File: config.mk
export PLATFORM = sky130hd
export DESIGN_NAME = mmae_queue
export DESIGN_NICKNAME = d
export VERILOG_FILES = /design/src/sv/mmae_queue.sv
export SDC_FILE = /design/constraint.sdc
export NUM_CORES = 1
export LEC_CHECK = 0
export BUFFER_PORTS_ARGS = -buffer_cell sky130_fd_sc_hd__clkbuf_2
export CAP_MARGIN = 20
export CORE_MARGIN = 3
export CORE_UTILIZATION = 48
export DETAILED_ROUTE_END_ITERATION = 8
export PLACE_DENSITY = 0.74
export RECOVER_POWER = 100
export SLEW_MARGIN = 30
export SYNTH_ARGS = -nofsm -noshare
export SYNTH_HDL_FRONTEND = slang
export SYNTH_SLANG_ARGS = --single-unit
File: constraint.sdc
create_clock -name clk -period 1.35 [get_ports clk]
set_input_delay 0 -clock clk [delete_from_list [all_inputs] [get_ports clk]]
set_output_delay 0 -clock clk [all_outputs]
set_load 0.005 [all_outputs]
File: src/sv/mmae_queue.sv
// ----------------------------------------------------------------------------
// mmae_queue: small item queue
// Flop-based fifo between the front and the back so each side can stall.
// ----------------------------------------------------------------------------
`default_nettype none

module mmae_queue #(
  parameter int WIDTH = 8,
  parameter int DEPTH = 2
) (
  input  wire logic             clk,
  input  wire logic             rst,
  input  wire logic             push,
  input  wire logic [WIDTH-1:0] push_data,
  input  wire logic             pop,
  output logic                  head_valid,
  output logic [WIDTH-1:0]      head_data,
  output logic                  full
);

  localparam int PTR_W = (DEPTH > 1) ? $clog2(DEPTH) : 1;
  localparam int CNT_W = $clog2(DEPTH + 1);

  logic [WIDTH-1:0] ent [DEPTH];
  logic [PTR_W-1:0] wr_ptr;
  logic [PTR_W-1:0] rd_ptr;
  logic [CNT_W-1:0] count;

  // entry storage
  always_ff @(posedge clk) begin
    if (push) begin
      ent[wr_ptr] <= push_data;
    end
  end

  // pointers and fill count
  always_ff @(posedge clk) begin
    if (rst) begin
      wr_ptr <= '0;
      rd_ptr <= '0;
      count  <= '0;
    end else begin
      if (push) begin
        wr_ptr <= (wr_ptr == PTR_W'(DEPTH - 1)) ? '0 : PTR_W'(wr_ptr + 1'b1);
      end
      if (pop) begin
        rd_ptr <= (rd_ptr == PTR_W'(DEPTH - 1)) ? '0 : PTR_W'(rd_ptr + 1'b1);
      end
      if (push && !pop) begin
        count <= CNT_W'(count + 1'b1);
      end else if (pop && !push) begin
        count <= CNT_W'(count - 1'b1);
      end
    end
  end

  // head of queue
  assign head_valid = (count != '0);
  assign head_data  = ent[rd_ptr];
  assign full       = (count == CNT_W'(DEPTH));

endmodule

`default_nettype wire

==> key figures <==
Status
  • Status: completed

CTS
  • Total CTS buffers: 3
  • Clk_lat worst skew: 0.29 ns
  • CTS max path bufs: 2
  • CTS sink count: 21
  • H-tree depth: 1
  • CTS tree: done
  • Clock Pin Slew Worst Setup and Hold Paths: 0.11 ns
  • Root Buffer: clkbuf_4

Worst setup path
  • Worst r2r src: wr_ptr
  • CP max FO: 4
  • Reg2Reg Setup Slack: 0.13 ns
  • Reg2reg end: ent[1][6]
  • Critical path class: in2reg
  • Crit path DAT: 1.53 ns
  • Data required, critical path: 1.57 ns
  • Endpoint class of the critical path: register
  • Worst-case reg-to-reg path depth: 1
  • Crit start category: primary input

Pwr
  • Maximum vdd ir drop: roughly 910 uV
  • P per Cell Area: approximately 1200 nW/um2
  • Lkg Pwr: 0.000392 uW

Yosys
  • Netlist cell types: 16
  • Syn Area/Cell: roughly 17 um2
  • Synth top area cells: edfxtp_1, dfxtp_1, mux2_2
  • Top cells by count, synth: edfxtp_1, mux2_2, dfxtp_1
  • Post-Syn Area: 786 um2
  • Synth warn: 0
  • EDFF count, synth: 16
  • Mapped Cells: 47
  • Seq/Total Area, Yosys: between 70% and 80%
  • Most frequent cell after synthesis: edfxtp_1
  • Fraction of registers with async set or reset after synthesis: 0%
  • Main synth FF type: edfxtp_1
  • Syn_nets: 60
  • Top cell type's share of synthesized area: between 60% and 70%
  • Yosys top cell by area: edfxtp_1
  • Number of synthesized register bits: 21

Timing
  • Setup TNS Final: 0 ns
  • WHS: 0.430 ns
  • Slew HR: a little over three fifths
  • Tmin final: roughly 1.3 ns
  • # setup viols final: 0
  • Final hold viol count: 0
  • Worst-margin pin slew: 0.554 ns
  • Final Cycle Share: between 90% and 100%
  • Max-slew violations: 0
  • RSZ-0062 raised after global routing: false
  • Fmax: 0.768 GHz
  • Skew final: 0.00463 ns

Die
  • Die height: approximately 46 um
  • Die width: between 40 and 50 um
  • Initial core utilization: 55.5%
  • Die ar.: roughly 2200 um2
  • Site row count: 13
  • # IOs: 22
  • Core box area: 1420 um2

Global route
  • Antenna violations before repair: 0
  • Vias in the first global route: 473
  • Largest net degree at the start of global routing: 12
  • First-pass GRT wire length: between 2 and 2.5 mm
  • Global Route Usage Sum: roughly 14%
  • Grt total ovfl: 0

Drt
  • Drt wl/cell: about 13 um
  • Drt total wl: 1.25 mm
  • Vias per cell: 4.70
  • Post-route DRC: 0
  • Via count: 465
  • First-pass DRT Iterations: 2
  • Routed Antenna Nets: 0
  • Iteration-0 DRC Markers: 1

Layout
  • Area grow syn2layout: 31.7%
  • Layout Nets: 98
  • Share of cells above drive strength 1: 27.4%
  • Core Util, Final: 73.1%
  • ANT cells: 0

Min path
  • Worst min-delay path category: in2reg
  • Min-Delay Path Depth: 2
  • HP Start: push_data[1]
  • Hold EP: ent[1][1]

Place
  • Input/output buffers: 21
  • Dpl hpwl: 874 um
  • Gpl congestion: 0.654

Flow run
  • Max-Cap Viols: 0
## repair_timing
item                                    in CTS  in global routing
endpoints found under the hold margin       21                  0
buffers inserted                             0                  0
resized for setup                            0                  1
endpoints found under the setup margin       0                  8
hold buffers                                11                  0
## per-stage QoR
step	instances	total power, uW	setup WS [ns]	instance area [um2]
floorplan	47	876	0.262	786
CTS	99	1260	0.0145	1060
finish	99	1240	0.0475	1030
detailed placement	84	957	0.257	920
global route	99	1310	0.0232	1030
global placement	84	950	0.295	920
## power breakdown
group / total (uW) / switching (uW) / internal [uW] / leakage, uW
Clock: 285 / 171 / 115 / 0.0000150
Sequential: 773 / 26.4 / 747 / 0.000192
Combinational: 178 / 73.3 / 105 / 0.000185
Total: 1240 / 270 / 966 / 0.000392
## worst max-delay path by stage
stage | from | to | slack, ns
6_report | push | count[1] | 0.05
4_1_cts | register | head_data[3] | 0.01
3_3_place_gp | wr_ptr | ent[1][5] | 0.30
3_5_place_dp | wr_ptr | ent[1][6] | 0.26
5_1_grt | push | count[1] | 0.02
2_1_floorplan | wr_ptr | ent[0][0] | 0.26
## state kept, by name, indices dropped and copies added (netlist names), named ones only
register / cells
rd_ptr: 1
count: 2
wr_ptr: 1
ent: 16
## layer usage
metal | track usage, % | share of wire (%)
met5 | 0 | 0
met4 | 8.52 | 1.1
met3 | 3.52 | 3.8
met2 | 23.6 | 52
met1 | 15.6 | 43
## cell usage in the layout (no fill, tap or decap), drive strengths merged
cell	n
a21oi	1
and2	1
and2b	1
clkbuf	27
dfxtp	5
dlygate4sd3	11
edfxtp	16
ha	1
inv	1
mux2	8
nor2	4
nor2b	1
o21ai	1
or2	1
or3	1
xnor2	2
xor2	2
## critical path, stage by stage
cell	delay (ns)
dlygate4sd3_1	0.54
clkbuf_2	0.14
ha_1	0.33
or3_1	0.36
a21oi_1	0.16
## kinds of logic (layout without fill, tap and decap cells)
group                    after synthesis  count (layout)  share of synthesized area [%]
AO/OA/AOI/OAI                          2               2                           1.27
XOR/XNOR                               4               4                           4.46
adder cells (fa/ha/maj)                1               1                           1.59
buffers and inverters                  2              39                           1.11
flip-flops                            21              21                           73.9
multiplexers                           8               8                           11.5
AND/OR/NAND/NOR                        9               9                           6.21
## cell type report
type	count	area, um2
Clock buffer	4	26.3
Inverter	1	3.75
Tap cell	15	18.8
Multi-Input combinational cell	24	196
Timing Repair Buffer	34	208
Sequential cell	21	582
Fill cell	100	380
No activity file was read; power rests on OpenSTA's default activity.
