`config.mk`:
```
export PLATFORM = sky130hd
export DESIGN_NAME = mmae_front
export DESIGN_NICKNAME = d
export VERILOG_FILES = /design/src/sv/mmae_pkg.sv /design/src/sv/mmae_front.sv
export SDC_FILE = /design/constraint.sdc
export NUM_CORES = 1
export LEC_CHECK = 0
export BUFFER_PORTS_ARGS = -buffer_cell sky130_fd_sc_hd__buf_2
export CAP_MARGIN = 15
export CORE_MARGIN = 8
export CORE_UTILIZATION = 43
export DETAILED_ROUTE_END_ITERATION = 8
export GPL_TIMING_DRIVEN = 1
export PLACE_DENSITY_LB_ADDON = 0.25
export SLEW_MARGIN = 15
export SYNTH_ARGS = -nofsm -noshare
export SYNTH_HDL_FRONTEND = slang
export SYNTH_SLANG_ARGS = --single-unit
```
`constraint.sdc`:
```
create_clock -name vclk -period 5.4
set_input_delay 1.35 -clock vclk [all_inputs]
set_output_delay 1.35 -clock vclk [all_outputs]
set_load 0.05 [all_outputs]
```
`src/sv/mmae_pkg.sv`:
```
// ----------------------------------------------------------------------------
// mmae_pkg: shared types for the envelope tracker
// Item kinds that the front classifies and the back carries out.
// ----------------------------------------------------------------------------
`default_nettype none

package mmae_pkg;

  // width of the channel field on the input port
  localparam int CHAN_W  = 6;
  // width of a timestamp
  localparam int STAMP_W = 32;
  // width of the kind code in a queue entry
  localparam int KIND_W  = 2;

  // what the back does with an item
  typedef enum logic [KIND_W-1:0] {
    KIND_SAMPLE,
    KIND_CLEAR,
    KIND_SKIP
  } kind_t;

endpackage

`default_nettype wire

```
`src/sv/mmae_front.sv`:
```
// ----------------------------------------------------------------------------
// mmae_front: item classifier
// Decodes the operation, checks the channel range and precomputes the
// widened sample and its saturated magnitude.
// ----------------------------------------------------------------------------
`default_nettype none

module mmae_front import mmae_pkg::*; #(
  parameter int CHANNELS   = 64,
  parameter int VALUE_BITS = 32,
  parameter int IDX_W      = 6
) (
  input  wire logic                         operation,
  input  wire logic [CHAN_W-1:0]            channel,
  input  wire logic signed [31:0]           sample,
  output kind_t                             kind,
  output logic [IDX_W-1:0]                  idx,
  output logic signed [VALUE_BITS-1:0]      value,
  output logic [VALUE_BITS-2:0]             mag
);

  logic [VALUE_BITS-1:0] neg_value;

  // kind of item and channel index
  always_comb begin
    if (operation) begin
      kind = KIND_CLEAR;
    end else if (32'(channel) < 32'(CHANNELS)) begin
      kind = KIND_SAMPLE;
    end else begin
      kind = KIND_SKIP;
    end
    idx = IDX_W'(channel);
  end

  // sample taken to the storage width, two's complement
  assign value     = VALUE_BITS'(sample);
  assign neg_value = VALUE_BITS'(-value);

  // absolute value, saturated at the largest positive value
  always_comb begin
    if (value[VALUE_BITS-1]) begin
      mag = neg_value[VALUE_BITS-1] ? '1 : neg_value[VALUE_BITS-2:0];
    end else begin
      mag = value[VALUE_BITS-2:0];
    end
  end

endmodule

`default_nettype wire

```
==> results of run 1 <==
==> cell usage after synthesis, types with 2 or more instances <==
master	n
buf_4	40
buf_2	3
nor4_1	3
nand4b_1	2
xor2_1	19
o41ai_1	6
nor3_1	5
o31a_1	3
nand4_1	3
inv_1	3
nor4_2	3
o31ai_1	6
o21ai_0	9
nand3_1	3
mux2i_1	4
clkbuf_1	3
ha_1	2
nor2_1	14
or3_1	3
nand2_1	29
a21oi_1	4
==> report_power, final <==
part / internal, uW / switching [uW] / total, uW
sequential: 0 / 0 / 0
clock: 0 / 0 / 0
combinational: 52.7 / 180 / 233
total: 52.7 / 180 / 233
==> area by class of cell <==
| class | count | area, sq um | share of cell area, % |
|---|---|---|---|
| multi-input combinational | 134 | 883 | 61.1 |
| tap | 31 | 38.8 | 2.68 |
| inverter | 3 | 11.3 | 0.779 |
| timing repair buffer | 100 | 513 | 35.5 |
==> per-layer routing <==
metal	share of wire [%]	routed length [microns]	global-route usage, %	vias to the layer above
met5	0	0	0	-
met4	0	0	0.228	0
met3	12	460	6.01	0
met2	43	1690	24.1	76
met1	45	1770	19.1	609
li1	-	-	-	715
==> cell families (layout without fill, tap and decap cells) <==
group	after synthesis	in the layout	synth area share, %
buffers and inverters	49	103	27.7
other	1	1	0.307
and+or+nand+nor	76	76	35.1
muxes	4	4	3.28
adders and majority gates	2	2	2.05
AOI/OAI and AO/OA	31	31	17.2
xor gates and xnor gates	20	20	14.3
==> worst min path at each step <==
stage,depth (start not counted),from,slack (ps),endpoint
final,0,channel[2],2700,idx[2]
after global routing,0,channel[2],2700,idx[2]
after floorplan,1,channel[0],2870,idx[0]
after CTS,0,channel[4],2700,idx[4]
after detailed placement,0,channel[4],2700,idx[4]
after global placement,0,channel[4],2700,idx[4]
==> through the flow <==
step | area (sq um) | utilization [%] | hold WS (ps)
after floorplan | 1220 | - | 2870
after global placement | 1450 | 52.9 | 2700
after detailed placement | 1450 | 52.9 | 2700
after CTS | 1450 | 52.9 | 2700
after global routing | 1450 | 52.9 | 2700
final | 1450 | 52.9 | 2700
==> flow_metrics.py, run 1 <==
metrics = {
    "drt": {
        "wl_microns": 3920,
        "num_vias": 1400,
        "ant_nets": 0,
        "via_per_inst": 5.22,
        "drtIter0Drc": 56,
        "wl_per_cell_microns": 14.6,
        "drc": 0,
        "dr.pass1.iters": 4,
    },
    "logic_synthesis": {
        "syn_inst": 183,
        "ys_warn_count": 0,
        "ys_seq_area_share_pct": 0,
        "synth_largest_area_cell": "buf_4",
        "netlist_area_sq_um": 1220,
        "syn_nets": 224,
        "synth_area_leaders": "buf_4 25%, xor2_1 14%, nand2_1 8.9%",
        "synth_top_area_share_pct": 24.6,
        "synth.distinct_cells": 37,
        "syn_area_per_cell_sq_um": 6.67,
    },
    "place": {
        "pre_cts_ws_ps": 613,
        "dp_hpwl_microns": 3300,
        "place_congestion": 0.804,
        "dp_cells": 268,
        "numPortBuffers": 95,
    },
    "worst_setup_path": {
        "crit_arrival_ps": 3410,
        "critPathLaunchType": "input pin",
        "path_delay_family": "simple AND/OR/NAND/NOR gates",
        "path_cells": "buf_2, or4_4, nor4_2, nor4b_4, a211oi_1, a31oi_1, buf_2",
        "timing.critical_path.mode_cell": "buf_2",
        "path_buf_inv": 2,
        "cpPeakStageDelay_ps": 570,
        "critPathSlowestCell": "or4_4",
        "critPathRequiredTime_ps": 4050,
        "path_class": "in2out",
        "path_max_fanout": 9,
        "path_depth": 7,
        "cp-endpoint": "mag[23]",
        "crit_start": "sample[25]",
        "cp-end-kind": "output port",
    },
    "clock_tree": {
        "ctsHoldBuffers": 0,
        "post_cts_buffers": 0,
        "post_cts_resized": 0,
    },
    "sta": {
        "slew_violations": 0,
        "fin_crit_ps": 4760,
        "relSlewSlack_pct": 66.1,
        "finalHoldViolations": 0,
        "setup_viol_count_final": 0,
        "tightest_slew_ps": 506,
        "rsz0062_at_grt": "false",
        "fmax_mhz": 210,
        "setup_slack_ps": 638,
        "fin_crit_sh_pct": 88.2,
        "fin_setup_tns_ps": 0,
    },
    "global_route": {
        "grt.overflow.total": 0,
        "grt.total_usage_pct": 14.9,
        "grt_max_degree": 35,
        "antenna_found_initial": 0,
        "grt_pass1_vias": 1417,
        "grt_pass1_wl_microns": 6640,
    },
    "status": {
        "outcome": "complete, no violations",
    },
    "floorplan": {
        "initial_utilization_pct": 44.7,
        "dieHeight_microns": 69.3,
        "top_level_ports": 110,
        "core_area_sq_um": 2730,
        "dieArea_sq_um": 4800,
        "die_w_microns": 69.3,
        "num_rows": 19,
    },
    "layout": {
        "fill_cells": 305,
        "nClkBuffers": 0,
        "final_cell_mix": "95 x buf_2, 29 x nand2_1, 19 x xor2_1",
        "regArea_sq_um": 0,
        "num_antenna_cells": 0,
        "fin_cells": 268,
        "layout-drive-gt1-share_pct": 45.6,
        "layout.nets": 280,
        "final_common_cell": "buf_2",
        "area_growth_pct": 18.4,
        "nFlopsAndLatches": 0,
    },
    "pwr": {
        "ir_worst_vdd_v": 0.000105,
        "powerDensity_nw_per_um2": 161,
        "power.leakage_uw": 0.000752,
        "finalPower_uw": 233,
    },
    "hold_path": {
        "min_path_type": "in2out",
    },
    "job": {
        "drv_cap": 0,
    },
}
Note: power is estimated with default switching activity, not from simulation.
==> inputs of run 2 (changes only) <==
- CORE_ASPECT_RATIO: not set -> 0.8
- CORE_MARGIN: 8 -> not set
==> run 2 against run 1 <==
Compared with the run above: sequential share of layout area unchanged; core utilization up 2.9 points; largest cell class unchanged; power down 0.64%; critical endpoint is now mag[16]; via count up 2.3%; hold slack unchanged; sequential cell count unchanged; non-clock buffer count down 3; first-iteration DRC count up 3.6%.
==> flow_metrics.py, run 2 (synthesis gave the netlist of run 1 again) <==
metrics = {
    "status": {
        "outcome": "complete, no violations",
    },
    "global_route": {
        "grt_pass1_wl_microns": 5110,
        "antenna_found_initial": 0,
        "grt.overflow.total": 0,
        "grt.total_usage_pct": 20.6,
        "grt_pass1_vias": 1112,
        "use_met2_pct": 31.2,
        "grt_max_degree": 35,
        "grtUsageMet1_pct": 32.7,
        "use_met3_pct": 0.525,
        "grt.busiest_layer": "met1",
    },
    "drt": {
        "dr.pass1.iters": 4,
        "wl_per_cell_microns": 12.4,
        "wl_microns": 3340,
        "drc": 0,
        "drtIter0Drc": 58,
        "via_per_inst": 5.30,
        "num_vias": 1432,
        "ant_nets": 0,
    },
    "place": {
        "dp_hpwl_microns": 2660,
        "dp_cells": 270,
        "place_congestion": 0.868,
        "numPortBuffers": 95,
    },
    "job": {
        "drv_cap": 0,
    },
    "floorplan": {
        "dieArea_sq_um": 3060,
        "dieHeight_microns": 49.7,
        "top_level_ports": 110,
        "num_rows": 16,
        "initial_utilization_pct": 47.7,
        "die_w_microns": 61.6,
        "core_area_sq_um": 2560,
    },
    "clock_tree": {
        "post_cts_resized": 0,
        "post_cts_buffers": 0,
        "ctsHoldBuffers": 0,
    },
    "worst_setup_path": {
        "cp-end-kind": "output port",
        "crit_arrival_ps": 3670,
        "critPathRequiredTime_ps": 4050,
        "path_class": "in2out",
        "critPathLaunchType": "input pin",
        "path_max_fanout": 21,
    },
    "sta": {
        "fin_setup_tns_ps": 0,
        "relSlewSlack_pct": 51.1,
        "tightest_slew_ps": 733,
        "slew_violations": 0,
        "rsz0062_at_grt": "false",
        "fmax_mhz": 199,
        "fin_crit_sh_pct": 92.9,
        "fin_crit_ps": 5020,
        "setup_viol_count_final": 0,
        "finalHoldViolations": 0,
    },
    "layout": {
        "layout.nets": 277,
        "num_antenna_cells": 0,
        "final_common_cell": "buf_2",
        "multi_input_area_sq_um": 883,
        "area_growth_pct": 17.1,
        "nFlopsAndLatches": 0,
        "layout-drive-gt1-share_pct": 44.9,
        "regArea_sq_um": 0,
        "final_util_pct": 55.8,
        "final_cell_mix": "95 x buf_2, 29 x nand2_1, 19 x xor2_1",
        "nClkBuffers": 0,
        "fin_cells": 270,
        "fill_cells": 290,
    },
    "hold_path": {
        "min_path_type": "in2out",
    },
    "pwr": {
        "powerDensity_nw_per_um2": 162,
        "power.leakage_uw": 0.000739,
        "ir_worst_vdd_v": 0.0000867,
    },
}
[run 2: cell count changes in the layout (fill, tap and decap cells not counted), sizes merged]
cell / delta
buf: -3
[run 2: worst max-delay path, cell delays in order]
cell and delay [ps]:
buf_2 130, nor4_2 440, nand3b_1 320, or3_1 420, nand2b_1 500, nand2_1 210, buf_2 280
[run 2: metal layers]
metal,vias to the layer above,share of wire [%],wire [microns]
met2,72,44,1470
met1,639,47,1570
met3,9,8.1,271
met5,-,0,0
li1,712,-,-
met4,0,0.99,33
[run 2: power breakdown]
group          total (uW)  leakage, uW  internal, uW  switching [uW]
Sequential              0            0             0               0
Clock                   0            0             0               0
Combinational         231     0.000739          52.4             179
Total                 231     0.000739          52.4             179
[run 2: cell type report]
cell class | count | area share, %
inverter | 3 | 0.787
tap | 36 | 3.15
multi-input combinational | 134 | 61.8
timing repair buffer | 97 | 34.3
[run 2: path summary, 6_finish.rpt]
| check | cells after the start | slack [ps] | end | from |
|---|---|---|---|---|
| hold / removal | 0 | 2700 | idx[3] | channel[3] |
| setup / recovery | 7 | 380 | mag[16] | sample[19] |
[run 2: metrics by stage]
| step | hold slack, ps | power [uW] | instance area, sq um | setup WS, ps |
|---|---|---|---|---|
| floorplan | 2870 | 201 | 1220 | 590 |
| global route | 2700 | 244 | 1430 | 262 |
| finish | 2700 | 231 | 1430 | 384 |
| CTS | 2700 | 232 | 1430 | 411 |
| detailed placement | 2700 | 232 | 1430 | 416 |
| global placement | 2700 | 231 | 1430 | 451 |
==> inputs of run 3 (changes only) <==
==> constraint.sdc (replaced) <==
create_clock -name vclk -period 5.4
set_input_delay 1.35 -clock vclk [all_inputs]
set_output_delay 1.35 -clock vclk [all_outputs]
set_load 0.1 [all_outputs]
==> run 3 against run 2 <==
Compared with the run above: sequential cell count stayed put; hold slack hardly changed; final area up 25%; via count about the same; critical path depth unchanged; worst setup slack lost 100 ps; global-route usage grew 1.5 points; first-iteration DRC count rose by 12%; fmax fell by 2.0%; core utilization grew 14 points; critical endpoint is now mag[14]; highest routed layer unchanged.
==> flow_metrics.py, run 3 (synthesis gave the netlist of run 1 again) <==
metrics = {
    "worst_setup_path": {
        "path_max_fanout": 21,
        "path_class": "in2out",
        "cp-end-kind": "output port",
        "critPathRequiredTime_ps": 4050,
        "critPathLaunchType": "input pin",
        "crit_arrival_ps": 3770,
    },
    "hold_path": {
        "min_path_type": "in2out",
    },
    "pwr": {
        "finalPower_uw": 431,
        "power.leakage_uw": 0.000852,
        "ir_worst_vdd_v": 0.000185,
        "powerDensity_nw_per_um2": 242,
    },
    "layout": {
        "nFlopsAndLatches": 0,
        "layout-drive-gt1-share_pct": 48.7,
        "design_area_sq_um": 1780,
        "num_antenna_cells": 0,
        "nClkBuffers": 0,
        "fill_cells": 242,
        "final_common_cell": "buf_2",
        "final_cell_mix": "74 x buf_2, 29 x nand2_1, 21 x buf_12",
        "area_growth_pct": 46.0,
        "regArea_sq_um": 0,
        "layout.nets": 277,
    },
    "drt": {
        "wl_per_cell_microns": 13.3,
        "ant_nets": 0,
        "via_per_inst": 5.31,
        "num_vias": 1433,
        "wl_microns": 3600,
        "dr.pass1.iters": 4,
        "drtIter0Drc": 65,
        "drc": 0,
    },
    "floorplan": {
        "top_level_ports": 110,
        "core_area_sq_um": 2560,
        "dieHeight_microns": 49.7,
        "dieArea_sq_um": 3060,
        "num_rows": 16,
        "die_w_microns": 61.6,
        "initial_utilization_pct": 47.7,
    },
    "sta": {
        "finalHoldViolations": 0,
        "rsz0062_at_grt": "false",
        "slew_violations": 0,
        "fmax_mhz": 195,
        "fin_setup_tns_ps": 0,
        "relSlewSlack_pct": 49.2,
        "tightest_slew_ps": 763,
        "setup_viol_count_final": 0,
        "fin_crit_sh_pct": 94.8,
        "setup_slack_ps": 282,
        "whs_ps": 2700,
        "fin_crit_ps": 5120,
    },
    "place": {
        "numPortBuffers": 95,
        "dp_hpwl_microns": 2880,
        "pre_cts_ws_ps": 286,
        "dpl-instance-area_sq_um": 1780,
        "place_congestion": 0.910,
    },
    "job": {
        "drv_cap": 0,
    },
    "global_route": {
        "grt_pass1_wl_microns": 5330,
        "grt.total_usage_pct": 22.1,
        "grt_pass1_vias": 1146,
        "grt_max_degree": 35,
        "antenna_found_initial": 0,
        "grt.overflow.total": 0,
    },
    "clock_tree": {
        "post_cts_resized": 0,
        "post_cts_buffers": 0,
        "ctsHoldBuffers": 0,
    },
    "status": {
        "outcome": "complete, no violations",
    },
}
==> run 3: cell counts in the layout (fill, tap and decap cells not counted) <==
Identical to the previous run, type by type.
==> run 3: layer usage <==
metal / up-vias / routed length (microns) / global-route usage (%)
li1: 714 / - / -
met1: 650 / 1520 / 31.1
met2: 61 / 1760 / 36.6
met3: 8 / 244 / 1.31
met4: 0 / 66 / 4.44
met5: - / 0 / 0
==> run 3: layout make-up <==
type / count / area [sq um] / area share [%]
inverter: 3 / 11.3 / 0.632
multi-input combinational: 134 / 921 / 51.6
tap: 36 / 45.0 / 2.53
timing repair buffer: 97 / 806 / 45.2
==> run 3: path summary, 6_finish.rpt <==
check,from,end,slack [ps],cells after the start
worst max-delay path,sample[9],mag[14],280,7
worst min-delay path,channel[1],idx[1],2700,0
==> run 3: worst max-delay path, cell delays in order <==
cell      delay (ps)
buf_2            120
nor4_2           420
nand3_1          360
or3_1            490
nand2b_1         520
nand2_1          300
buf_12           200
==> run 3: report_power, final <==
part / internal, uW / leakage (uW) / switching, uW
logic: 104 / 0.000852 / 327
clock network: 0 / 0 / 0
registers: 0 / 0 / 0
==> run 3: per-stage QoR <==
| stage | util (%) | cells |
|---|---|---|
| floorplan | - | 183 |
| global placement | 69.6 | 270 |
| detailed placement | 69.6 | 270 |
| CTS | 69.6 | 270 |
| global route | 69.6 | 270 |
| finish | 69.6 | 270 |
